===== src/design/vsd_pkg.sv =====
// Shared types, register indexes and helpers of the vibration settle detector.
`timescale 1ns / 1ps
package vsd_pkg;

  localparam int unsigned AccelW   = 13;
  localparam int unsigned StepsW   = 24;
  localparam int unsigned ThreshW  = 26;
  localparam int unsigned MsW      = 16;
  localparam int unsigned GravW    = 9;
  localparam int unsigned DwellW   = 32;
  localparam int unsigned CfgIdxW  = 3;
  localparam int unsigned CfgDataW = 26;

  typedef enum logic [1:0] {
    KIND_SAMPLE   = 2'd0,
    KIND_TICK     = 2'd1,
    KIND_START    = 2'd2,
    KIND_DEASSERT = 2'd3
  } kind_e;

  localparam logic [CfgIdxW-1:0] CFG_SENSOR_PRESENT  = 3'd0;
  localparam logic [CfgIdxW-1:0] CFG_QUIET_THRESH_SQ = 3'd1;
  localparam logic [CfgIdxW-1:0] CFG_QUIET_WINDOW_MS = 3'd2;
  localparam logic [CfgIdxW-1:0] CFG_GRAVITY_LSB     = 3'd3;
  localparam logic [CfgIdxW-1:0] CFG_DWELL_BASE_MS   = 3'd4;
  localparam logic [CfgIdxW-1:0] CFG_DWELL_PER_STEP  = 3'd5;

  typedef struct packed {
    logic               sensor_present;
    logic [ThreshW-1:0] quiet_threshold_sq;
    logic [MsW-1:0]     quiet_window_ms;
    logic [GravW-1:0]   gravity_lsb;
    logic [MsW-1:0]     dwell_base_ms;
    logic [MsW-1:0]     dwell_per_step_q8;
  } cfg_t;

  // Word handed from the magnitude stage to the state update stage.
  typedef struct packed {
    kind_e             kind;
    logic              quiet;
    logic [DwellW-1:0] step_dwell;
  } prep_t;

  function automatic logic [AccelW-1:0] abs14(input logic signed [AccelW:0] v);
    logic signed [AccelW:0] n;
    n = -v;
    return v[AccelW] ? n[AccelW-1:0] : v[AccelW-1:0];
  endfunction

endpackage


===== src/design/vibration_settle_detector.sv =====
// Top level of the vibration settle detector: config registers and pipeline.
//
//  channel | direction | handshake                | payload
//  --------+-----------+--------------------------+-----------------------------------
//  in      | input     | in_valid_i / in_ready_o   | kind, accel_x/y/z, move_steps
//  out     | output    | out_valid_o / out_ready_i | settled, active
//  cfg     | input     | cfg_we_i (no wait)        | cfg_idx_i, cfg_wdata_i
//
// One word per cycle while the output is not stalled; a taken word passes
// through the input register, the magnitude and product stage, and the state
// update into the result register. The state loop closes in the update stage alone.
// Reset clears all state, the pipeline and the registers to their defaults.
// A stalled output holds its word; words back up stage by stage.
`timescale 1ns / 1ps
module vibration_settle_detector (
  input  logic                                clk_i,
  input  logic                                rst_ni,
  input  logic                                in_valid_i,
  output logic                                in_ready_o,
  input  logic [1:0]                          kind_i,
  input  logic signed [vsd_pkg::AccelW-1:0]   accel_x_i,
  input  logic signed [vsd_pkg::AccelW-1:0]   accel_y_i,
  input  logic signed [vsd_pkg::AccelW-1:0]   accel_z_i,
  input  logic [vsd_pkg::StepsW-1:0]          move_steps_i,
  output logic                                out_valid_o,
  input  logic                                out_ready_i,
  output logic                                settled_o,
  output logic                                active_o,
  input  logic                                cfg_we_i,
  input  logic [vsd_pkg::CfgIdxW-1:0]         cfg_idx_i,
  input  logic [vsd_pkg::CfgDataW-1:0]        cfg_wdata_i
);
  import vsd_pkg::*;

  cfg_t  cfg_q;
  logic  prep_valid;
  logic  prep_ready;
  prep_t prep_word;

  always_ff @(posedge clk_i or negedge rst_ni) begin
    if (!rst_ni) begin
      cfg_q.sensor_present     <= 1'b0;
      cfg_q.quiet_threshold_sq <= ThreshW'(164);
      cfg_q.quiet_window_ms    <= MsW'(50);
      cfg_q.gravity_lsb        <= GravW'(256);
      cfg_q.dwell_base_ms      <= MsW'(100);
      cfg_q.dwell_per_step_q8  <= MsW'(26);
    end else if (cfg_we_i) begin
      unique case (cfg_idx_i)
        CFG_SENSOR_PRESENT:  cfg_q.sensor_present     <= cfg_wdata_i[0];
        CFG_QUIET_THRESH_SQ: cfg_q.quiet_threshold_sq <= cfg_wdata_i[ThreshW-1:0];
        CFG_QUIET_WINDOW_MS: cfg_q.quiet_window_ms    <= cfg_wdata_i[MsW-1:0];
        CFG_GRAVITY_LSB:     cfg_q.gravity_lsb        <= cfg_wdata_i[GravW-1:0];
        CFG_DWELL_BASE_MS:   cfg_q.dwell_base_ms      <= cfg_wdata_i[MsW-1:0];
        CFG_DWELL_PER_STEP:  cfg_q.dwell_per_step_q8  <= cfg_wdata_i[MsW-1:0];
        default: begin
        end
      endcase
    end
  end

  vsd_prep u_prep (
    .clk_i        (clk_i),
    .rst_ni       (rst_ni),
    .in_valid_i   (in_valid_i),
    .in_ready_o   (in_ready_o),
    .kind_i       (kind_i),
    .accel_x_i    (accel_x_i),
    .accel_y_i    (accel_y_i),
    .accel_z_i    (accel_z_i),
    .move_steps_i (move_steps_i),
    .cfg_i        (cfg_q),
    .prep_valid_o (prep_valid),
    .prep_ready_i (prep_ready),
    .prep_o       (prep_word)
  );

  vsd_update u_update (
    .clk_i        (clk_i),
    .rst_ni       (rst_ni),
    .prep_valid_i (prep_valid),
    .prep_ready_o (prep_ready),
    .prep_i       (prep_word),
    .cfg_i        (cfg_q),
    .out_valid_o  (out_valid_o),
    .out_ready_i  (out_ready_i),
    .settled_o    (settled_o),
    .active_o     (active_o)
  );

endmodule


===== src/design/vsd_prep.sv =====
// Input register and magnitude / dwell product stage.
`timescale 1ns / 1ps
module vsd_prep (
  input  logic                                clk_i,
  input  logic                                rst_ni,
  input  logic                                in_valid_i,
  output logic                                in_ready_o,
  input  logic [1:0]                          kind_i,
  input  logic signed [vsd_pkg::AccelW-1:0]   accel_x_i,
  input  logic signed [vsd_pkg::AccelW-1:0]   accel_y_i,
  input  logic signed [vsd_pkg::AccelW-1:0]   accel_z_i,
  input  logic [vsd_pkg::StepsW-1:0]          move_steps_i,
  input  vsd_pkg::cfg_t                       cfg_i,
  output logic                                prep_valid_o,
  input  logic                                prep_ready_i,
  output vsd_pkg::prep_t                      prep_o
);
  import vsd_pkg::*;

  logic                     a_valid_q;
  kind_e                    a_kind_q;
  logic signed [AccelW-1:0] a_x_q, a_y_q, a_z_q;
  logic [StepsW-1:0]        a_steps_q;
  logic                     a_adv;

  logic                     b_valid_q;
  prep_t                    b_word_q;
  prep_t                    b_word_d;

  logic signed [AccelW:0]   z_off;
  logic [AccelW-1:0]        ax, ay, az;
  logic [2*AccelW-1:0]      sx, sy, sz;
  logic [2*AccelW:0]        sum_sq;
  logic [StepsW+MsW-1:0]    prod;

  assign a_adv      = a_valid_q && (!b_valid_q || prep_ready_i);
  assign in_ready_o = !a_valid_q || a_adv;

  always_ff @(posedge clk_i or negedge rst_ni) begin
    if (!rst_ni) begin
      a_valid_q <= 1'b0;
    end else if (in_ready_o) begin
      a_valid_q <= in_valid_i;
    end
  end

  always_ff @(posedge clk_i) begin
    if (in_valid_i && in_ready_o) begin
      a_kind_q  <= kind_e'(kind_i);
      a_x_q     <= accel_x_i;
      a_y_q     <= accel_y_i;
      a_z_q     <= accel_z_i;
      a_steps_q <= move_steps_i;
    end
  end

  // Remove one g from Z, then square each axis.
  assign z_off  = {a_z_q[AccelW-1], a_z_q} - $signed({5'd0, cfg_i.gravity_lsb});
  assign ax     = abs14({a_x_q[AccelW-1], a_x_q});
  assign ay     = abs14({a_y_q[AccelW-1], a_y_q});
  assign az     = abs14(z_off);
  assign sx     = ax * ax;
  assign sy     = ay * ay;
  assign sz     = az * az;
  assign sum_sq = {1'b0, sx} + {1'b0, sy} + {1'b0, sz};
  assign prod   = a_steps_q * cfg_i.dwell_per_step_q8;

  always_comb begin
    b_word_d.kind       = a_kind_q;
    b_word_d.quiet      = sum_sq < {1'b0, cfg_i.quiet_threshold_sq};
    b_word_d.step_dwell = prod[StepsW+MsW-1:8];
  end

  always_ff @(posedge clk_i or negedge rst_ni) begin
    if (!rst_ni) begin
      b_valid_q <= 1'b0;
    end else if (!b_valid_q || prep_ready_i) begin
      b_valid_q <= a_valid_q;
    end
  end

  always_ff @(posedge clk_i) begin
    if (a_adv) begin
      b_word_q <= b_word_d;
    end
  end

  assign prep_valid_o = b_valid_q;
  assign prep_o       = b_word_q;

endmodule


===== src/design/vsd_update.sv =====
// Monitoring state update and result register.
`timescale 1ns / 1ps
module vsd_update (
  input  logic           clk_i,
  input  logic           rst_ni,
  input  logic           prep_valid_i,
  output logic           prep_ready_o,
  input  vsd_pkg::prep_t prep_i,
  input  vsd_pkg::cfg_t  cfg_i,
  output logic           out_valid_o,
  input  logic           out_ready_i,
  output logic           settled_o,
  output logic           active_o
);
  import vsd_pkg::*;

  logic              mon_q, mon_d;
  logic              set_q, set_d;
  logic              run_q, run_d;
  logic [MsW-1:0]    qel_q, qel_d;
  logic              dact_q, dact_d;
  logic [DwellW-1:0] dtgt_q, dtgt_d;
  logic [DwellW-1:0] del_q, del_d;
  logic              out_valid_q, settled_q, active_q;

  logic              live;
  logic              adv;
  logic [DwellW:0]   tgt_sum;
  logic [DwellW-1:0] del_inc;

  assign prep_ready_o = !out_valid_q || out_ready_i;
  assign adv          = prep_valid_i && prep_ready_o;
  assign live         = mon_q && !set_q;
  assign tgt_sum      = {1'b0, prep_i.step_dwell} + {{(DwellW+1-MsW){1'b0}}, cfg_i.dwell_base_ms};
  assign del_inc      = (&del_q) ? del_q : del_q + 1'b1;

  always_comb begin
    mon_d  = mon_q;
    set_d  = set_q;
    run_d  = run_q;
    qel_d  = qel_q;
    dact_d = dact_q;
    dtgt_d = dtgt_q;
    del_d  = del_q;
    unique case (prep_i.kind)
      KIND_SAMPLE: begin
        if (live && cfg_i.sensor_present) begin
          if (prep_i.quiet) begin
            if (!run_q) begin
              run_d = 1'b1;
              qel_d = '0;
            end else if (qel_q >= cfg_i.quiet_window_ms) begin
              set_d = 1'b1;
            end
          end else begin
            run_d = 1'b0;
            qel_d = '0;
          end
        end
      end
      KIND_TICK: begin
        if (live) begin
          if (cfg_i.sensor_present) begin
            if (run_q && !(&qel_q)) begin
              qel_d = qel_q + 1'b1;
            end
          end else if (dact_q) begin
            del_d = del_inc;
            if (del_inc >= dtgt_q) begin
              set_d  = 1'b1;
              dact_d = 1'b0;
            end
          end
        end
      end
      KIND_START: begin
        set_d = 1'b0;
        mon_d = 1'b1;
        if (cfg_i.sensor_present) begin
          run_d = 1'b0;
          qel_d = '0;
        end else begin
          dtgt_d = tgt_sum[DwellW] ? '1 : tgt_sum[DwellW-1:0];
          del_d  = '0;
          dact_d = 1'b1;
        end
      end
      KIND_DEASSERT: begin
        set_d  = 1'b0;
        mon_d  = 1'b0;
        dact_d = 1'b0;
      end
      default: begin
      end
    endcase
  end

  always_ff @(posedge clk_i or negedge rst_ni) begin
    if (!rst_ni) begin
      mon_q       <= 1'b0;
      set_q       <= 1'b0;
      run_q       <= 1'b0;
      qel_q       <= '0;
      dact_q      <= 1'b0;
      dtgt_q      <= '0;
      del_q       <= '0;
      out_valid_q <= 1'b0;
      settled_q   <= 1'b0;
      active_q    <= 1'b0;
    end else begin
      if (prep_ready_o) begin
        out_valid_q <= prep_valid_i;
      end
      if (adv) begin
        mon_q     <= mon_d;
        set_q     <= set_d;
        run_q     <= run_d;
        qel_q     <= qel_d;
        dact_q    <= dact_d;
        dtgt_q    <= dtgt_d;
        del_q     <= del_d;
        settled_q <= set_d;
        active_q  <= mon_d && !set_d;
      end
    end
  end

  assign out_valid_o = out_valid_q;
  assign settled_o   = settled_q;
  assign active_o    = active_q;

endmodule


===== config.mk =====
export PLATFORM = sky130hd
export DESIGN_NAME = vibration_settle_detector
export DESIGN_NICKNAME = d
export VERILOG_FILES = /design/src/design/vsd_pkg.sv /design/src/design/vibration_settle_detector.sv /design/src/design/vsd_prep.sv /design/src/design/vsd_update.sv
export SDC_FILE = /design/constraint.sdc
export NUM_CORES = 2
export LEC_CHECK = 0
export ABC_AREA = 1
export BUFFER_PORTS_ARGS = -buffer_cell sky130_fd_sc_hd__buf_4
export CORE_ASPECT_RATIO = 1.75
export CORE_UTILIZATION = 60
export DETAILED_ROUTE_END_ITERATION = 7
export HOLD_SLACK_MARGIN = 0.08
export MAX_ROUTING_LAYER = met4
export PLACE_DENSITY = 0.8
export SYNTH_ARGS = -nofsm -noshare
export SYNTH_HDL_FRONTEND = slang
export SYNTH_SLANG_ARGS = --single-unit

===== constraint.sdc =====
create_clock -name clk_i -period 8.9 [get_ports clk_i]
set_input_delay 0.445 -clock clk_i [delete_from_list [all_inputs] [get_ports clk_i]]
set_output_delay 0.445 -clock clk_i [all_outputs]
set_load 0.02 [all_outputs]

---- Word level (Yosys, flattened, before mapping) ----
Index checks and enable logic that the tools add are counted.
storage, ports and cells
  bits of input ports ..................... 99
  output and inout port bits .............. 4
  register bits ........................... 272
cells by class
  eq/ne operators ......................... 17
  $mul .................................... 4
  multiplexer cells ....................... 38
  reductions and logical operators ........ 36
  bitwise gates (word level) .............. 1
  magnitude comparators ................... 3
  $add $sub $neg .......................... 9
operator list
  cell                                                                     number
  32-bit 2-to-1 mux                                                        6
  16-bit 2-to-1 mux                                                        7
  13-bit by 13-bit multiplier with 26-bit output                           3
  32-bit one-hot mux with 2 select lines                                   1
  16-bit one-hot mux with 3 select lines                                   1
  24-bit by 16-bit multiplier with 40-bit output                           1
  13-bit 2-to-1 mux                                                        3
  13-bit negation                                                          3
  32-bit by 16-bit adder with 33-bit output                                1
  32-bit by 1-bit adder with 32-bit output, second input constant          1
  32-bit greater-or-equal comparator                                       1
  32-bit AND reduction                                                     1
  26-bit by 26-bit adder with 27-bit output                                1
  27-bit by 26-bit adder with 27-bit output                                1
  27-bit by 26-bit < comparator with 1-bit output                          1
  16-bit by 1-bit adder with 16-bit output, second input constant          1
  16-bit greater-or-equal comparator                                       1
  1-bit 2-to-1 mux                                                         16
  16-bit AND reduction                                                     1
  13-bit by 10-bit subtractor with 14-bit output                           1
  2-bit AND reduction                                                      6
  2-bit by 1-bit inequality test with 1-bit output, second input constant  4
  2-bit inequality test, second input constant                             4
  8-bit AND reduction                                                      1
  21 further kinds                                                         41

---- Depth between registers and ports, before layout ----
  depth in word-level cells ............... 10
  depth in mapped cells ................... 50
  gate-level depth less buffers ........... 50

---- Modules after synthesis ----
Synthesis repeated with hierarchy kept, for this count alone.
unflattened totals
  cell total of the unflattened synthesis .. 5402
  area total of the unflattened synthesis .. 43551.8 um2
by module, submodules not included
  module                     instances  area an instance (um2)  cells each
  vsd_prep                   1          32482.4                 3871
  vsd_update                 1          7703.6                  1157
  vibration_settle_detector  1          3365.7                  374

---- Least setup slack after synthesis ----
Ideal clock, no wire load.
  path type ............................... register to register
  start point ............................. register cfg_q[32] (netlist bit)
  end point ............................... register u_prep.b_word_q, in the netlist u_prep.prep_o[32], data pin
  library setup time ...................... 0.138 ns
  cell stages (with the launch flop) ...... 45
  setup slack ............................. 0.037 ns
  arrival time ............................ 8.725 ns
  period minus slack after synthesis ...... 8.863 ns
  data required time ...................... 8.762 ns
  buffers on the path ..................... 1
  cell sequence ........................... dfrtp_1 ha_1 fa_1 ha_1 inv_1 nor2_1 nand3_1 nor2_2 inv_2 nor2_1 nand2_1 nand3b_2 nand2_1 buf_6 nor2_2 inv_1 fa_1 inv_1 [... 9 more ...] fa_1 inv_1 ha_1 nand2_1 nor2_1 inv_1 nor3_1 a21oi_1 o21ai_0 a21oi_1 xnor2_1 ha_1 a21o_1 a21oi_1 o211ai_1 inv_1 nand2_1 nor2_1
RTL lines
  what                  RTL line                         source
  from (decl)           vibration_settle_detector.sv:35  cfg_t cfg_q;
  to (signal assigned)  vsd_prep.sv:84                   b_word_q <= b_word_d;
  to (decl)             vsd_prep.sv:27                   prep_t b_word_q;

==> Flow_metrics.wiki <==
{| class="wikitable"
! Metric !! Value
|-
| Violated checks || setup timing
|-
| Netlist cell types || 59
|-
| Sinks on Clock Net || around 270
|-
| Ports || 103
|-
| Total number of vias || approximately 36000
|-
| Total gr overflow || 0
|-
| Wire length of the first global-routing pass || roughly 200000 microns
|-
| RSZ-0062 raised after global routing || true
|-
| Initial DRC Count || 1932
|-
| Chip height || approximately 350 microns
|-
| Simple-gate portion of the synthesized area || 0.1621
|-
| Source-to-sink clock delay at the later pin of the worst-skew pair || between 0.6 and 0.7 ns
|-
| DRT Wirelength || ~130000 microns
|-
| Worst rel slew slack || 0.2516
|-
| Routed length per instance || 19.25 microns
|-
| Cell count after synthesis || slightly above 5000
|-
| Synthesized area || 0.04259 sq mm
|-
| Number of buffers created by CTS || 30
|-
| Number of warning messages in the yosys log || 0
|-
| Share of the yosys chip area belonging to registers || 0.1720
|-
| Net count, final || between 6000 and 7000
|-
| Worst setup path class || reg2reg
|-
| Post-synthesis register bit count || 272
|-
| Fraction of layout instances using a drive strength above 1 || 0.1453
|-
| Routability congestion estimate from global placement || 1.019
|-
| Final max-slew violation count || 0
|-
| Final standard cell area without fillers || 0.04967 sq mm
|-
| Portion of synthesized cell area occupied by the leading cell type || 0.3272
|-
| Pin count of the biggest net entering global routing || 98
|-
| Number of global-route vias before repair || between 30000 and 40000
|-
| Post-synthesis async set-or-reset flop share || 0.6324
|-
| Antenna viol nets, final || 0
|-
| Number of standard-cell rows in the floorplan || about 130
|-
| Launching element type of the critical path || register
|-
| Overall routing resource usage || 0.3781
|-
| Initial antenna violation count || 1
|-
| Fmax || ~110 MHz
|-
| Worst Clk Skew || around 0.041 ns
|-
| Floorplan Core Area || 0.06983 sq mm
|-
| Residual DRC count || 0
|-
| Total half-perimeter wirelength after legalization and detailed placement || approximately 100000 microns
|-
| DR vias/cell || 5.385
|-
| Total placed instance area || ~0.047 sq mm
|-
| Length of the first detailed-routing pass in iterations || 6
|-
| Max-cap violations || 0
|-
| Kind of end point of the critical path || register
|-
| Initial cell density of the core || 0.6099
|-
| Buffers added on ports || approximately 100
|-
| Worst EP required || 9.31 ns
|-
| Layout area overhead || 16.63%
|-
| Post-synth top area cell || sky130_fd_sc_hd__fa_1
|-
| Dominant cell by count in the synthesized netlist || sky130_fd_sc_hd__inv_1
|-
| Slowest Stage Delay on Critical Path || 0.58 ns
|-
| Class of the most critical hold timing path || in2reg
|-
| Critical path data arrival time || 9.47 ns
|-
| Register cell area after layout || between 0.007 and 0.008 sq mm
|-
| Result of the run || complete, but fails checks
|-
| Crit path time final || between 9 and 10 ns
|-
| Total of fill cells in the finished design || roughly 5500
|-
| Share of cell area taken by muxes after synthesis || 0
|-
| CP Max Fanout || 7
|-
| Final-report setup violation count || 1
|-
| Width of the chip || a little over 200 microns
|-
| Transition at the pin with the smallest max-transition slack || roughly 1.1 ns
|-
| Largest family of logic cells by synthesized area || adder cells
|-
| Clock tree from TritonCTS || yes
|-
| Final critical-path setup slack || -0.1628 ns
|-
| Post-synth EDFFs || 100
|-
| Multi-input gate area in the final layout || 0.03024 sq mm
|-
| Primary FF master, synth || sky130_fd_sc_hd__dfrtp_1
|-
| Cell occurring most often along the worst timing path || sky130_fd_sc_hd__fa_1
|-
| Root cell of the clock tree || sky130_fd_sc_hd__clkbuf_16
|-
| Syn avg cell area || roughly 8.2 sq um
|-
| Max Root-Sink Buffers || 3
|-
| Worst path slowest cell || sky130_fd_sc_hd__fa_2
|-
| CTS HTree Levels || 1
|-
| Die Footprint || between 0.07 and 0.08 sq mm
|-
| Xor-xnor portion of the synthesized cell area || 0.02585
|-
| Clock slew at the register clock pins of the worst setup and hold paths || 0.07 ns
|-
| Most numerous cell types in the synthesized netlist || sky130_fd_sc_hd__inv_1 (1394), sky130_fd_sc_hd__nand2_1 (1050), sky130_fd_sc_hd__fa_1 (696)
|-
| Biggest area contributors in the synthesized netlist || sky130_fd_sc_hd__fa_1 (33%), sky130_fd_sc_hd__inv_1 (12%), sky130_fd_sc_hd__ha_1 (11%)
|-
| Complex-gate fraction of the synthesized area || 0.06143
|-
| Portion of the clock cycle consumed by the worst path in the final layout || 1.018
|-
| Fraction of the mapped netlist area in adder cells || 0.4394
|-
| Worst setup timing slack at the placement stage || -0.7489 ns
|-
| Final hold violations || 0
|}
==> cell type report <==
class | instances | area share
Inverter | 1418 | 0.1075
Tap cell | 910 | 0.02292
Clock buffer | 33 | 0.01617
Clock inverter | 23 | 0.005441
Timing Repair Buffer | 567 | 0.09157
Multi-Input combinational cell | 3370 | 0.6089
Sequential cell | 272 | 0.1474
Antenna cell | 1 | 0.00005038
==> registers in the layout (all words and copies together), names as in the netlist, 2 cells and up <==
signal            flops
u_update.del_q       32
cfg_q                84
u_prep.a_steps_q     24
u_update.dtgt_q      32
u_prep.a_x_q         13
u_prep.a_kind_q       2
u_prep.a_z_q         13
u_prep.a_y_q         13
u_update.qel_q       16
u_prep.prep_o        35
==> stage by stage <==
step | utilization | hold WS [ns] | TNS [ns] | instances
global route | 0.7113 | 0.1108 | -0.5010 | 6594
finish | 0.7113 | 0.1011 | -0.1628 | 6594
CTS | 0.7067 | 0.08291 | -0.1010 | 6584
floorplan | - | 0.1494 | 0 | 5202
global placement | 0.6671 | 0.4055 | -0.6138 | 6416
detailed placement | 0.6671 | 0.4163 | -0.7489 | 6416
==> repair_timing <==
action                                  4_1_cts  5_1_grt
endpoints found under the setup margin        1        1
pin swaps                                   147       63
gates resized for setup                     172       69
setup buffers                                41        9
endpoints found under the hold margin       159        0
gates cloned                                  1        0
hold buffers                                 70        0
==> final timing paths <==
check	start	endpoint	slack, ns	cells after the start
min in group asynchronous	rst_ni	u_update.del_q[6]	0.45	2
setup / recovery	cfg_q[32]	u_prep.prep_o[32]	-0.16	42
setup reg to reg	cfg_q[32]	u_prep.prep_o[32]	-0.16	42
max in group asynchronous	rst_ni	cfg_q[5]	6.82	3
hold reg to reg	u_prep.a_kind_q[1]	u_prep.prep_o[34]	0.43	0
hold / removal	cfg_wdata_i[19]	cfg_q[76]	0.10	3
==> cell usage in the layout, fill, tap and decap left out, types with 25 or more instances in the layout <==
master / count
sky130_fd_sc_hd__inv_1: 1362
sky130_fd_sc_hd__nand2_1: 1027
sky130_fd_sc_hd__fa_1: 672
sky130_fd_sc_hd__buf_4: 473
sky130_fd_sc_hd__ha_1: 362
sky130_fd_sc_hd__nor2_1: 333
sky130_fd_sc_hd__o21ai_0: 203
sky130_fd_sc_hd__dfrtp_1: 159
sky130_fd_sc_hd__a21oi_1: 134
sky130_fd_sc_hd__edfxtp_1: 100
sky130_fd_sc_hd__nand3_1: 90
sky130_fd_sc_hd__xor2_1: 88
sky130_fd_sc_hd__dlygate4sd3_1: 70
sky130_fd_sc_hd__inv_2: 46
sky130_fd_sc_hd__nor3_1: 46
sky130_fd_sc_hd__nand4_1: 36
sky130_fd_sc_hd__clkbuf_16: 31
sky130_fd_sc_hd__nand2_2: 30
sky130_fd_sc_hd__xnor2_1: 27
sky130_fd_sc_hd__nor2_2: 26
sky130_fd_sc_hd__a31oi_1: 25
==> cells by family after synthesis <==
group,Yosys count
other cells,1
compound gates,473
xor+xnor,121
fa+ha+maj,1078
buf+inv,1561
simple gates,1678
flops,272
==> routing by layer <==
| layer | up-vias | share of wire | global-route usage |
|---|---|---|---|
| met2 | 1253 | 0.53 | 0.6726 |
| met5 | - | 0 | - |
| met1 | 17230 | 0.30 | 0.3407 |
| met3 | 688 | 0.052 | 0.05187 |
| li1 | 16340 | - | - |
| met4 | 0 | 0.12 | 0.3537 |
==> worst max-delay path: cells and delay by family (launching register included) <==
family	cells	cell delay (ns)
buffers and inverters	15	1.32
and+or+nand+nor	10	0.93
adders and majority gates	12	5.48
xor gates and xnor gates	2	0.33
AOI/OAI and AO/OA	3	0.39
DFF	1	0.40
Power is not shown: default switching activity piles up to over one toggle a cycle in this logic, so the estimate is an artifact.
